## config.mk

```make
export PLATFORM = sky130hd
export DESIGN_NAME = cema_out
export DESIGN_NICKNAME = d
export VERILOG_FILES = /design/src/design/assert_macros.svh /design/src/design/cema_pkg.sv /design/src/design/cema_out.sv
export SDC_FILE = /design/constraint.sdc
export NUM_CORES = 1
export LEC_CHECK = 0
export BUFFER_PORTS_ARGS = -buffer_cell sky130_fd_sc_hd__buf_2
export CAP_MARGIN = 20
export CORE_ASPECT_RATIO = 0.9
export CORE_MARGIN = 2
export CORE_UTILIZATION = 43
export DETAILED_ROUTE_END_ITERATION = 12
export GPL_TIMING_DRIVEN = 0
export PLACE_DENSITY = 0.94
export SLEW_MARGIN = 20
export SYNTH_ARGS = -nofsm -noshare
export SYNTH_HDL_FRONTEND = slang
export SYNTH_SLANG_ARGS = --single-unit
export TNS_END_PERCENT = 20
```

## constraint.sdc

```tcl
create_clock -name aclk -period 6.4 [get_ports aclk]
set_clock_uncertainty 0.15 [all_clocks]
set_input_delay 0.32 -clock aclk [delete_from_list [all_inputs] [get_ports aclk]]
set_output_delay 0.32 -clock aclk [all_outputs]
set_load 0.01 [all_outputs]
```

## src/design/assert_macros.svh

```systemverilog
// Assertion macros shared by the complex EMA design files.
// No dependencies; included by the modules that carry assertions.
`ifndef ASSERT_MACROS_SVH
`define ASSERT_MACROS_SVH

// The property must hold at every rising clock edge outside reset.
`define CEMA_ASSERT(lbl, clk, rstn, prop, msg) \
    lbl: assert property (@(posedge clk) disable iff (!rstn) prop) \
        else $error(msg);

// The condition must never be seen at a rising clock edge outside reset.
`define CEMA_ASSERT_NEVER(lbl, clk, rstn, cond, msg) \
    lbl: assert property (@(posedge clk) disable iff (!rstn) !(cond)) \
        else $error(msg);

`endif

```

## src/design/cema_pkg.sv

```systemverilog
// Shared constants, register indexes and types of the complex EMA block.
// No dependencies; imported by every module of the block.
package cema_pkg;

    localparam int ACC_BITS_DEF = 32;
    localparam int SAMPLE_W     = 16;
    localparam int COEF_W       = 16;
    localparam int STATE_W      = 32;
    localparam int CFG_IDX_W    = 2;
    localparam int S_TDATA_W    = 80;
    localparam int M_TDATA_W    = 64;

    localparam int FRAC_SHIFT   = 15;
    localparam int GAIN_ALIGN   = 9;
    localparam int ROUND_HALF   = 16384;

    localparam logic [CFG_IDX_W-1:0] CFG_DECAY_RE   = 2'd0;
    localparam logic [CFG_IDX_W-1:0] CFG_DECAY_IM   = 2'd1;
    localparam logic [CFG_IDX_W-1:0] CFG_INPUT_GAIN = 2'd2;

    localparam logic signed [COEF_W-1:0] DECAY_RE_RST   = 16'sd29491;
    localparam logic signed [COEF_W-1:0] DECAY_IM_RST   = 16'sd0;
    localparam logic signed [COEF_W-1:0] INPUT_GAIN_RST = 16'sd16384;

    typedef struct packed {
        logic fire;
        logic first;
        logic last;
    } cema_ctrl_t;

endpackage

```

## src/design/cema_out.sv

```systemverilog
// Result register: narrows the accumulator to 32 bits and holds the result word.
// Depends on cema_pkg.
module cema_out import cema_pkg::*; #(
    parameter int ACC_W = ACC_BITS_DEF
) (
    input  logic                     aclk,
    input  logic                     aresetn,
    input  cema_ctrl_t               ctrl,
    input  logic signed [ACC_W-1:0]  acc_re_next,
    input  logic signed [ACC_W-1:0]  acc_im_next,
    input  logic                     seq_clip,
    output logic                     out_clip,
    output logic                     m_tvalid,
    input  logic                     m_tready,
    output logic [M_TDATA_W-1:0]     m_tdata,
    output logic [0:0]               m_tuser
);

    logic                      m_tvalid_reg;
    logic [M_TDATA_W-1:0]      m_tdata_reg;
    logic                      m_sat_reg;
    logic signed [STATE_W-1:0] hidden_re;
    logic signed [STATE_W-1:0] hidden_im;
    logic                      narrow_clip;

    if (ACC_W > STATE_W) begin : g_out_wide
        logic re_ok;
        logic im_ok;

        assign re_ok = (acc_re_next[ACC_W-1:STATE_W-1] == '0)
                    || (acc_re_next[ACC_W-1:STATE_W-1] == '1);
        assign im_ok = (acc_im_next[ACC_W-1:STATE_W-1] == '0)
                    || (acc_im_next[ACC_W-1:STATE_W-1] == '1);
        assign hidden_re = re_ok ? acc_re_next[STATE_W-1:0]
                         : {acc_re_next[ACC_W-1], {(STATE_W-1){!acc_re_next[ACC_W-1]}}};
        assign hidden_im = im_ok ? acc_im_next[STATE_W-1:0]
                         : {acc_im_next[ACC_W-1], {(STATE_W-1){!acc_im_next[ACC_W-1]}}};
        assign narrow_clip = !(re_ok && im_ok);
    end else begin : g_out_narrow
        assign hidden_re   = STATE_W'(acc_re_next);
        assign hidden_im   = STATE_W'(acc_im_next);
        assign narrow_clip = 1'b0;
    end

    assign out_clip = ctrl.last & narrow_clip;

    always_ff @(posedge aclk) begin
        if (!aresetn) begin
            m_tvalid_reg <= 1'b0;
        end else if (ctrl.fire && ctrl.last) begin
            m_tvalid_reg <= 1'b1;
        end else if (m_tready) begin
            m_tvalid_reg <= 1'b0;
        end
    end

    always_ff @(posedge aclk) begin
        if (ctrl.fire && ctrl.last) begin
            m_tdata_reg <= {hidden_im, hidden_re};
            m_sat_reg   <= seq_clip | narrow_clip;
        end
    end

    assign m_tvalid = m_tvalid_reg;
    assign m_tdata  = m_tdata_reg;
    assign m_tuser  = m_sat_reg;

endmodule

```

Yosys cells after proc, flatten, opt, wreduce, memory -nomap -nowiden
Index checks and enable logic that the tools add are counted.
- mux-type cells: 2
- reduce and logical (&&, ||, !) cells: 2
- operator list (kind ; count):
    1-bit two-way mux ; 2
    2-bit nonzero test ; 1
    1-bit logical AND ; 1
- flip-flop bits (word level): 66
- input port bits: 71
- logic and storage cells: 7

Longest topological paths before layout
Gate-level depths: netlist (run 1).
- word-level depth: 2
- gate-level depth with buffers: 2
- gate-level depth less buffers: 2

Least setup slack after synthesis (run 1)
No wires, ideal clock.
- path type: input port to flip-flop
- from: input port ctrl[0] (netlist bit)
- to: register m_tdata_reg[0], in the netlist m_tdata[0] (enable)
- library setup time: 0.430 ns
- arrival time: 1.865 ns
- required time: 5.820 ns
- path slack: 3.955 ns
- stages on the path: 1
- cells stage by stage: and2_1
- cells in the longest elaborated chain, start to end: 1
- RTL lines (item ; RTL line ; source):
    start, declared ; cema_out.sv:8 ; input cema_ctrl_t ctrl,
    1-bit logical AND ; cema_out.sv:58 ; if (ctrl.fire && ctrl.last) begin
    end signal, assigned ; cema_out.sv:59 ; m_tdata_reg <= {hidden_im, hidden_re};
    end, declared ; cema_out.sv:20 ; logic [M_TDATA_W-1:0] m_tdata_reg;
No other way between the ends.
A chain may end at the register's enable or synchronous reset.

Worst setup path in the final report (run 1)
- from: register m_tdata_reg[46], in the netlist m_tdata[46]
- to: output port m_tdata[46]
- RTL lines (item ; RTL line ; source):
    end, declared ; cema_out.sv:15 ; output logic [M_TDATA_W-1:0] m_tdata,
No word-level cell between the ends.

==> results of run 1 <==
[Yosys cell counts (all sizes together)]
library cell | count | share of area
edfxtp | 65 | 0.97
dfxtp | 1 | 0.010
nor2b | 1 | 0.0031
buf | 1 | 0.0037
and2 | 1 | 0.0031
o21a | 1 | 0.0037
conb | 1 | 0.0019
[logic make-up (layout without fill, tap and decap cells)]
family,after synthesis,count (layout),synth area share
flip-flops,66,66,0.9844
other,1,1,0.001872
AO/OA/AOI/OAI,1,1,0.003749
buffers and inverters,1,166,0.003749
AND/OR/NAND/NOR,2,2,0.006250
[cell type report]
type                       instances  area, sq um  area share
clock buffer                      13        148.9     0.04845
sequential                        66         1972      0.6417
timing repair buffer             149        825.8      0.2687
buffer                             1        7.507    0.002443
tap                               62        77.57     0.02524
multi-input combinational          4        26.28    0.008550
clock inverter                     3        15.01    0.004886
[stage by stage]
step,power (mW),hold WS (ns),instance area (sq um),cells
floorplan,0.5474,0.2689,2003,71
global placement,0.5932,0.3462,2756,268
detailed placement,0.5966,0.3481,2779,269
CTS,0.8860,0.00007130,3013,292
global route,0.9132,0.0001742,3073,298
finish,0.8773,0.01976,3073,298
[timing repair]
action | in CTS | in global routing
hold endpoints to repair | 7 | 6
setup buffers | 0 | 0
gates resized for setup | 0 | 0
hold buffers | 7 | 6
[per-layer routing]
layer | global-route usage | vias to the layer above
li1 | - | 601
met1 | 0.1743 | 567
met2 | 0.2567 | 87
met4 | 0.09545 | 0
met5 | 0 | -
met3 | 0.06901 | 4
[power by group through the flow]
stage / Sequential [mW] / Clock [mW] / Combinational, mW
floorplan: 0.540 / 0 / 0.00693
global placement: 0.523 / 0 / 0.0702
detailed placement: 0.523 / 0 / 0.0740
CTS: 0.514 / 0.295 / 0.0773
global route: 0.517 / 0.310 / 0.0861
finish: 0.513 / 0.284 / 0.0800
[worst max path at each step]
stage | startpoint | end | slack [ns]
2_1_floorplan | ctrl[0] | m_tdata[0] | 3.95
3_3_place_gp | ctrl[2] | m_tdata[39] | 3.46
3_5_place_dp | ctrl[2] | m_tdata[4] | 4.85
4_1_cts | m_tdata[44] | m_tdata[44] | 5.05
5_1_grt | m_tdata[51] | m_tdata[51] | 5.01
6_report | m_tdata[46] | m_tdata[46] | 5.08
==> summary.md, run 1 <==
| Metric | Value |
|---|---|
| DR WL met2 | about 2200 microns |
| WP depth | 1 |
| Hold_sp | acc_im_next[20] |
| Critical path peak fanout | 1 |
| Routed wire length on met3 | 425 microns |
| CTS tree | built |
| Die area | 5221 sq um |
| Clk root buf | clkbuf_8 |
| Clock network fraction of total power | 0.324 |
| Switch share | 0.2063 |
| DR pass1 iterations | 4 |
| WP data required | around 6 ns |
| Final min period | 1.318 ns |
| Clk slew on worst S/H paths | around 0.070 ns |
| Level count of the clock H-tree | 3 |
| Most common cell after layout, fill and taps aside | buf_2 |
| Sequential area share after synthesis | 0.9844 |
| R2r startpoint | m_tvalid |
| Worst-case reg-to-reg path depth | 2 |
| DRC viols | 0 |
| Initial antenna violation count | 0 |
| Endpoints failing setup | 0 |
| Flop pwr share | 0.585 |
| Clock network latency to the later pin of the worst-skew pair | ~0.32 ns |
| Worst R2R End | m_tvalid |
| Number of global-route vias before repair | roughly 1200 |
| Seq cells post-synth | 66 |
| Final Routed Wirelength | between 4000 and 5000 microns |
| Setup CP Type | flop to output pin |
| Cell row count | 23 |
| Via density | ~4.2 |
| CP Capture Type | output pin |
| Ant diodes | 0 |
| I/O Pins | between 100 and 150 |
| Unrepaired setup endpoints after global routing | false |
| Setup TNS | 0 ns |
| Chip Width | ~76 microns |
| YS warnings | 0 |
| Starting Density | 0.4491 |
| Distinct cells, synth | 7 |
| CP delay by family, top | flip-flops |
| Final Max Tran Viols | 0 |
| Worst path slowest cell | edfxtp_1 |
| # fillers | 288 |
| LEAKAGE | ~1.3 nW |
| Max reg flops | 64 |
| Combinational share of power | 0.091 |
| Setup WS post-layout | between 5 and 6 ns |
| PwrDens | between 200 and 300 nW/um^2 |
| Clk sinks | 66 |
| Commonest non-fill, non-tap cells in the layout | buf_2 (135), edfxtp_1 (65), dlygate4sd3_1 (13) |
| Util after Layout | 0.6889 |
| Worst EP arrival | ~0.85 ns |
| Core box area | approximately 4500 sq um |
| Routed WL per cell | 14.12 microns |
| TritonCTS buffer count | 9 |
| First-pass GRT wire length | between 5000 and 6000 microns |
| Startpoint types | flop |
| IO Port Bufs | around 140 |
| Gpl congestion | roughly 0.63 |
| Fmax | about 0.76 GHz |
| Hold Violations, Final | 0 |
| Routed via count | 1259 |
| Internal power | 0.6963 mW |
| Final period util | 0.2060 |
| Critical Path Max Stage Delay | approximately 0.38 ns |
| Chip height | 68.75 microns |
| Max Cap Viol | 0 |
| Place WS | 4.846 ns |
| GRT Overall Usage | 0.1566 |
| CP cell instances | buf_2 |
| Mapped Cells | between 70 and 80 |
| Status | completed |
| Sw Pwr | ~0.18 mW |
| WHS Endpoint | m_tdata[52] |
| Hold Crit Class | input pin to flop |
| Grt ovf | 0 |
| Hpwl dp | roughly 2800 microns |
| CTS Buffer Depth | 2 |
| Largest net degree at the start of global routing | 38 |
| Max Used Layer | met4 |
| Syn Std Cell Area | between 2000 and 2500 sq um |
| Area added between synthesis and finish | 53.40% |
| Layout cells sized above 1 | 0.6398 |
| Nets | around 300 |
| Maximum vdd drop | roughly 0.2 mV |
| Syn Nets | 142 |
| Post-DRT Antenna Nets | 0 |
| Drt first-iter violations | 38 |
| Worst hold path depth | 1 |
| Met1 WL | about 1500 microns |
| R2R setup slack | roughly 5.5 ns |
| Worst Path Buf+Inv | 1 |
| Syn Area/Cell | around 28 sq um |
Note: power is estimated with default switching activity, not from simulation.
==> run 2: changes to the inputs <==
ABC_AREA = 1   (was default)
CORE_UTILIZATION = 40   (was 43)
PLACE_DENSITY = 0.89   (was 0.94)
clock period = 1.3 ns   (was 6.4 ns; I/O delays follow)
==> run 2 against run 1 <==
Utilization grew 8.2 points. The run now ends with negative setup slack left. Sequential share of layout area shrank 11 points. Worst setup slack lost 5.1 ns. Critical path depth grew 2. Flip-flop and latch count is the same. Clock power grew to 7.4 times the previous value. Routed wire length grew 58%. Sequential power grew to 5.0 times the previous value. Non-clock buffer count grew 54. Critical endpoint is now m_tvalid. Global-route usage grew 8.4 points. Cell area grew 21%. Highest routed layer unchanged. Worst hold slack gained 0.24 ns.
==> summary.md, run 2 <==
| Metric | Value |
|---|---|
| Synth top area share | 0.9708 (-0.003638) |
| Distinct cells, synth | 7 (unchanged) |
| Post-synth ARST share | 0 (unchanged) |
| Mapped Cells | 74 (+4.2%) |
| Area added between synthesis and finish | 85.25% |
| Post-synth top cells | edfxtp_1 (65), inv_1 (3), nand2_1 (2) |
| Ranking of synthesized cells by area | edfxtp_1 (97%), dfxtp_1 (1.0%), inv_1 (0.56%) |
| Max Cap Viol | 0 (unchanged) |
| Place WS | -0.3692 ns (-5.215 ns) |
| Endpoints failing setup | 1 (+1) |
| Ant diodes | 0 (unchanged) |
| Final Routed Wirelength | 6646 microns (+58%) |
| First-pass GRT wire length | 9439 microns (+63%) |
| Critical path peak fanout | 2 (+1) |
| Post-synth EDFFs | 65 (unchanged) |
| Syn Std Cell Area | 2011 sq um (+0.37%) |
| Startpoint types | flop |
| Setup CP Type | flop to flop |
| DRC viols | 0 (unchanged) |
| WP data required | 1.43 ns (-4.50 ns) |
| Via density | 4.635 (+9.7%) |
| # fillers | 263 (-8.7%) |
| Max reg flops | 64 (unchanged) |
| CTS tree | built |
| Core box area | 4835 sq um (+8.4%) |
| Post-DRT Antenna Nets | 0 (unchanged) |
| Number of global-route vias before repair | 1769 (+49%) |
| Most frequent cell after synthesis | edfxtp_1 |
| Rel. slew slack | 0.5460 |
| Area leader, netlist | edfxtp_1 |
| CP Capture Type | flop |
| Fmax | 0.7632 GHz |
| Worst-Margin Slew | between 0.6 and 0.7 ns |
| Clk root buf | clkbuf_8 |
| LEAKAGE | 1.589 nW (+21%) |
| IO Port Bufs | 135 (unchanged) |
| Clock network latency to the later pin of the worst-skew pair | 0.34 ns (+0.02 ns) |
| Gpl congestion | 0.6775 (+7.8%) |
| Die area | 5611 sq um (+7.5%) |
| Worst EP arrival | 1.44 ns (+0.59 ns) |
| Final Max Tran Viols | 0 (unchanged) |
| Clk sinks | 66 (unchanged) |
| Clk slew on worst S/H paths | 0.08 ns (about the same) |
| I/O Pins | 138 (unchanged) |
| Setup WS post-layout | -0.01022 ns (-5.092 ns) |
| Chip height | 71.26 microns (+3.7%) |
| Routed WL per cell | 18.51 microns (+31%) |
| Most common cell after layout, fill and taps aside | buf_2 |
| Failing checks | negative setup slack |
| Cell row count | 24 (+4.3%) |
| Sequential area share after synthesis | 0.9807 (-0.003675) |
| Drt first-iter violations | 88 (+130%) |
| Nets | 360 (+19%) |
| Starting Density | 0.4159 (-0.03320) |
| Syn Area/Cell | 27.17 sq um (-3.7%) |
| Status | complete, but fails checks |
| Final period util | 1.008 |
| YS warnings | 0 (unchanged) |
| Placed inst area | 2808 sq um (+1.0%) |
| Initial antenna violation count | 0 (unchanged) |
| Hold Violations, Final | 0 (unchanged) |
| Setup TNS | -0.01022 ns (-0.01022 ns) |
| Hold WS | 0.2617 ns (+0.2419 ns) |
| Layout cells sized above 1 | 0.5340 (-0.1058) |
| Finished Cell Area | 3725 sq um (+21%) |
| PwrDens | 1396 nW/um^2 (+390%) |
| GRT Overall Usage | 0.2409 (+0.08435) |
| Final min period | around 1.3 ns |
| Util after Layout | 0.7704 (+0.08153) |
| DR pass1 iterations | 4 (unchanged) |
| Level count of the clock H-tree | 3 (unchanged) |
| Hold Crit Class | input pin to flop |
| Most used DFF post-synth | edfxtp_1 |
| Hpwl dp | 3354 microns (+19%) |
| Syn Nets | 145 (+2.1%) |
| Grt ovf | 0 (unchanged) |
| Maximum vdd drop | 1.019 mV (+410%) |
| Largest net degree at the start of global routing | 36 (-5.3%) |
| Unrepaired setup endpoints after global routing | true |
| Routed via count | 1664 (+32%) |
| TritonCTS buffer count | 9 (unchanged) |
| Commonest non-fill, non-tap cells in the layout | buf_2 (135), dlygate4sd3_1 (67), edfxtp_1 (65) |
| Chip Width | 78.74 microns (+3.7%) |
| Seq cells post-synth | 66 (unchanged) |
| CTS Buffer Depth | 2 (unchanged) |
-- run 2: cell types whose count changed after synthesis, sizes merged --
| cell | change |
|---|---|
| o21a | -1 |
| and2 | -1 |
| inv | +3 |
| nor2b | -1 |
| a21oi | +1 |
| nand2 | +2 |
-- run 2: kinds of logic after synthesis --
logic type	synth area share
AO/OA/AOI/OAI	0.004357
buffers and inverters	0.009335
other	0.001865
AND/OR/NAND/NOR	0.003735
flip-flops	0.9807
-- run 2: timing repair --
item | in CTS | in global routing
hold buffers | 67 | 0
gates resized for setup | 0 | 1
buffers inserted | 0 | 0
hold endpoints to repair | 66 | 0
endpoints found under the setup margin | 0 | 36
-- run 2: final cells by class --
| type | count | area (sq um) | share of cell area |
|---|---|---|---|
| clock inverters | 7 | 116.4 | 0.03124 |
| clock buffers | 9 | 123.9 | 0.03326 |
| flip-flops and latches | 66 | 1973 | 0.5297 |
| repair buffers | 203 | 1366 | 0.3668 |
| well taps | 65 | 81.33 | 0.02183 |
| multi-input cells | 4 | 36.28 | 0.009741 |
| repair inverters | 1 | 5.005 | 0.001344 |
| plain buffers | 1 | 7.507 | 0.002015 |
| inverters | 3 | 15.01 | 0.004031 |
-- run 2: worst max-delay path: stages, from the launching register on --
cell,delay (ns)
dfxtp_2,0.35
nand2_1,0.09
a21oi_2,0.12
dlygate4sd3_1,0.55
-- run 2: routing by layer --
metal / global-route usage / routed length [microns] / up-vias
li1: - / - / 715
met1: 0.2779 / 2393 / 799
met2: 0.4017 / 3469 / 136
met5: 0 / 0 / -
met3: 0.1058 / 657 / 14
met4: 0.08967 / 127 / 0
-- run 2: stage by stage --
step,power (mW),instances
detailed placement,2.953,275
CTS,5.159,358
finish,5.200,359
global route,5.357,359
floorplan,2.698,74
global placement,2.926,274
-- run 2: path summary, 6_finish.rpt --
| kind | from | to | slack, ns | depth (start not counted) |
|---|---|---|---|---|
| worst max-delay path | m_tvalid | m_tvalid | -0.01 | 3 |
| worst min-delay path | ctrl[0] | m_tdata[54] | 0.26 | 3 |
| worst max register to register | m_tvalid | m_tvalid | -0.01 | 3 |
| worst min register to register | m_tvalid | m_tvalid | 0.93 | 3 |
-- run 2: report_power, final --
group | internal (mW) | switching, mW | leakage, nW
clock | 1.27 | 0.826 | 0.121
sequential | 2.50 | 0.0451 | 0.619
combinational | 0.304 | 0.254 | 0.849
total | 4.07 | 1.13 | 1.59
==> run 3: changes to the inputs <==
ABC_AREA = default   (was 1)
==> run 3 against run 2 <==
Clock power fell by 26%. Clock-buffer cell count rose by 3. The flow now finishes without violations. Die area fell by 0.35%. Routed wire length fell by 23%. Combinational power fell by 7.2%. Critical endpoint is now m_tdata[27]. First-iteration DRC count fell by 47%. Total power fell by 12%. Sequential share of layout area rose by 1.6 points.
==> summary.md, run 3 (synthesis gave the netlist of run 1 again) <==
| Metric | Value |
|---|---|
| Nets | 355 (-1.4%) |
| Gpl congestion | 0.6595 (-2.7%) |
| CP cell instances | buf_2 |
| Clk slew on worst S/H paths | 0.07 ns (about the same) |
| DRC viols | 0 (unchanged) |
| Status | completed |
| GR Util met3 | 0.08929 (-0.01651) |
| LEAKAGE | 1.538 nW (-3.2%) |
| Post-CTS sizing | 0 (unchanged) |
| Setup CP Type | flop to output pin |
| Final min period | 1.085 ns (-0.2252 ns) |
| Chip height | 71.14 microns (-0.18%) |
| Startpoint types | flop |
| Most used routing layer | met2 |
| DR pass1 iterations | 4 (unchanged) |
| Routed WL per cell | 14.49 microns (-22%) |
| IO Port Bufs | 135 (unchanged) |
| Core box area | 4835 sq um (unchanged) |
| CTS Buffer Depth | 2 (unchanged) |
| Largest net degree at the start of global routing | 67 (+86%) |
| Final period util | 0.8346 (-0.1732) |
| Worst path slowest cell | edfxtp_1 |
| Max Cap Viol | 0 (unchanged) |
| Worst EP arrival | 0.87 ns (-0.57 ns) |
| Grt ovf | 0 (unchanged) |
| TritonCTS buffer count | 9 (unchanged) |
| Rel. slew slack | 0.4569 (-0.08913) |
| CTS tree | built |
| Max reg flops | 64 (unchanged) |
| Unrepaired setup endpoints after global routing | false |
| CP Capture Type | output pin |
| Layout cells sized above 1 | 0.5121 (-0.02190) |
| Post-CTS Setup Bufs | 0 (unchanged) |
| Global Route met1 Usage | 0.1814 (-0.09651) |
| Hold Violations, Final | 0 (unchanged) |
| Worst Path Buf+Inv | 1 (unchanged) |
| Most common cell after layout, fill and taps aside | buf_2 |
| Level count of the clock H-tree | 3 (unchanged) |
| Clock network latency to the later pin of the worst-skew pair | 0.32 ns (-0.02 ns) |
| Final Max Tran Viols | 0 (unchanged) |
| Starting Density | 0.4143 (-0.001553) |
| Setup TNS | 0 ns (+0.01022 ns) |
| Chip Width | 78.60 microns (-0.18%) |
| Number of global-route vias before repair | 1559 (-12%) |
| Routed via count | 1483 (-11%) |
| Clk sinks | 66 (unchanged) |
| Die area | 5591 sq um (-0.35%) |
| Critical Path Max Stage Delay | 0.39 ns (-0.16 ns) |
| GRT Overall Usage | 0.1864 (-0.05457) |
| Endpoints failing setup | 0 (-1) |
| Cell row count | 24 (unchanged) |
| Clk root buf | clkbuf_8 |
| I/O Pins | 138 (unchanged) |
| Initial antenna violation count | 0 (unchanged) |
| Commonest non-fill, non-tap cells in the layout | buf_2 (135), dlygate4sd3_1 (67), edfxtp_1 (65) |
| Worst-Margin Slew | 0.8147 ns (+0.1374 ns) |
| Area added between synthesis and finish | 80.26% |
| WP data required | 1.09 ns (-0.34 ns) |
| First-pass GRT wire length | 7369 microns (-22%) |
| Critical path peak fanout | 1 (-1) |
| Final Routed Wirelength | 5129 microns (-23%) |
| Hold Crit Class | input pin to flop |
| Placed inst area | 2763 sq um (-1.6%) |
| Maximum vdd drop | 1.006 mV (-1.3%) |
| Drt first-iter violations | 47 (-47%) |
| Via density | 4.189 (-9.6%) |
| M2 GR Usage | 0.3447 (-0.05698) |
| Fmax | 0.9217 GHz (+21%) |
| Ant diodes | 0 (unchanged) |
| Post-DRT Antenna Nets | 0 (unchanged) |
| Finished Cell Area | 3611 sq um (-3.1%) |
| CP delay by family, top | flip-flops |
| PwrDens | 1273 nW/um^2 (-8.8%) |
## run 3: area by class of cell
cell class	instances	area (sq um)
clock inverter	4	42.54
sequential	66	1972
timing repair buffer	202	1346
tap	65	81.33
buffer	1	7.507
clock buffer	12	135.1
fill	298	1224
multi-input combinational	4	26.28
## run 3: path summary, 6_finish.rpt
kind                                      start     endpoint  slack [ns]  cells after the start
worst max-delay path                m_tdata[27]  m_tdata[27]        0.21                      1
worst min-delay path            acc_im_next[19]  m_tdata[51]        0.29                      2
worst max register to register         m_tvalid     m_tvalid        0.43                      2
worst min register to register         m_tvalid     m_tvalid        0.48                      2
## run 3: report_power, final
part / internal (mW) / switching, mW
Clock: 0.872 / 0.675
Sequential: 2.50 / 0.0348
Combinational: 0.295 / 0.223
## run 3: through the flow
stage	cells	setup slack [ns]	hold WS (ns)	total power, mW	utilization
final	354	0.2150	0.2902	4.598	0.7469
after global routing	354	0.1664	0.2766	4.774	0.7469
after CTS	354	0.2071	0.2741	4.622	0.7469
after detailed placement	271	-0.07843	0.09309	2.930	0.5714
after global placement	271	-0.05643	0.09187	2.919	0.5714
after floorplan	71	0.1593	0.01387	2.692	-
## run 3: layer usage
metal  vias to the layer above  share of wire  wire (microns)
li1                        705              -               -
met1                       682           0.35            1797
met2                        88           0.54            2768
met3                         8          0.095             487
met4                         0          0.015              75
met5                         -              0               0
## run 3: repair_timing
item / CTS / global route
setup endpoints to repair: 0 / 0
hold buffers: 67 / 0
endpoints found under the hold margin: 66 / 0
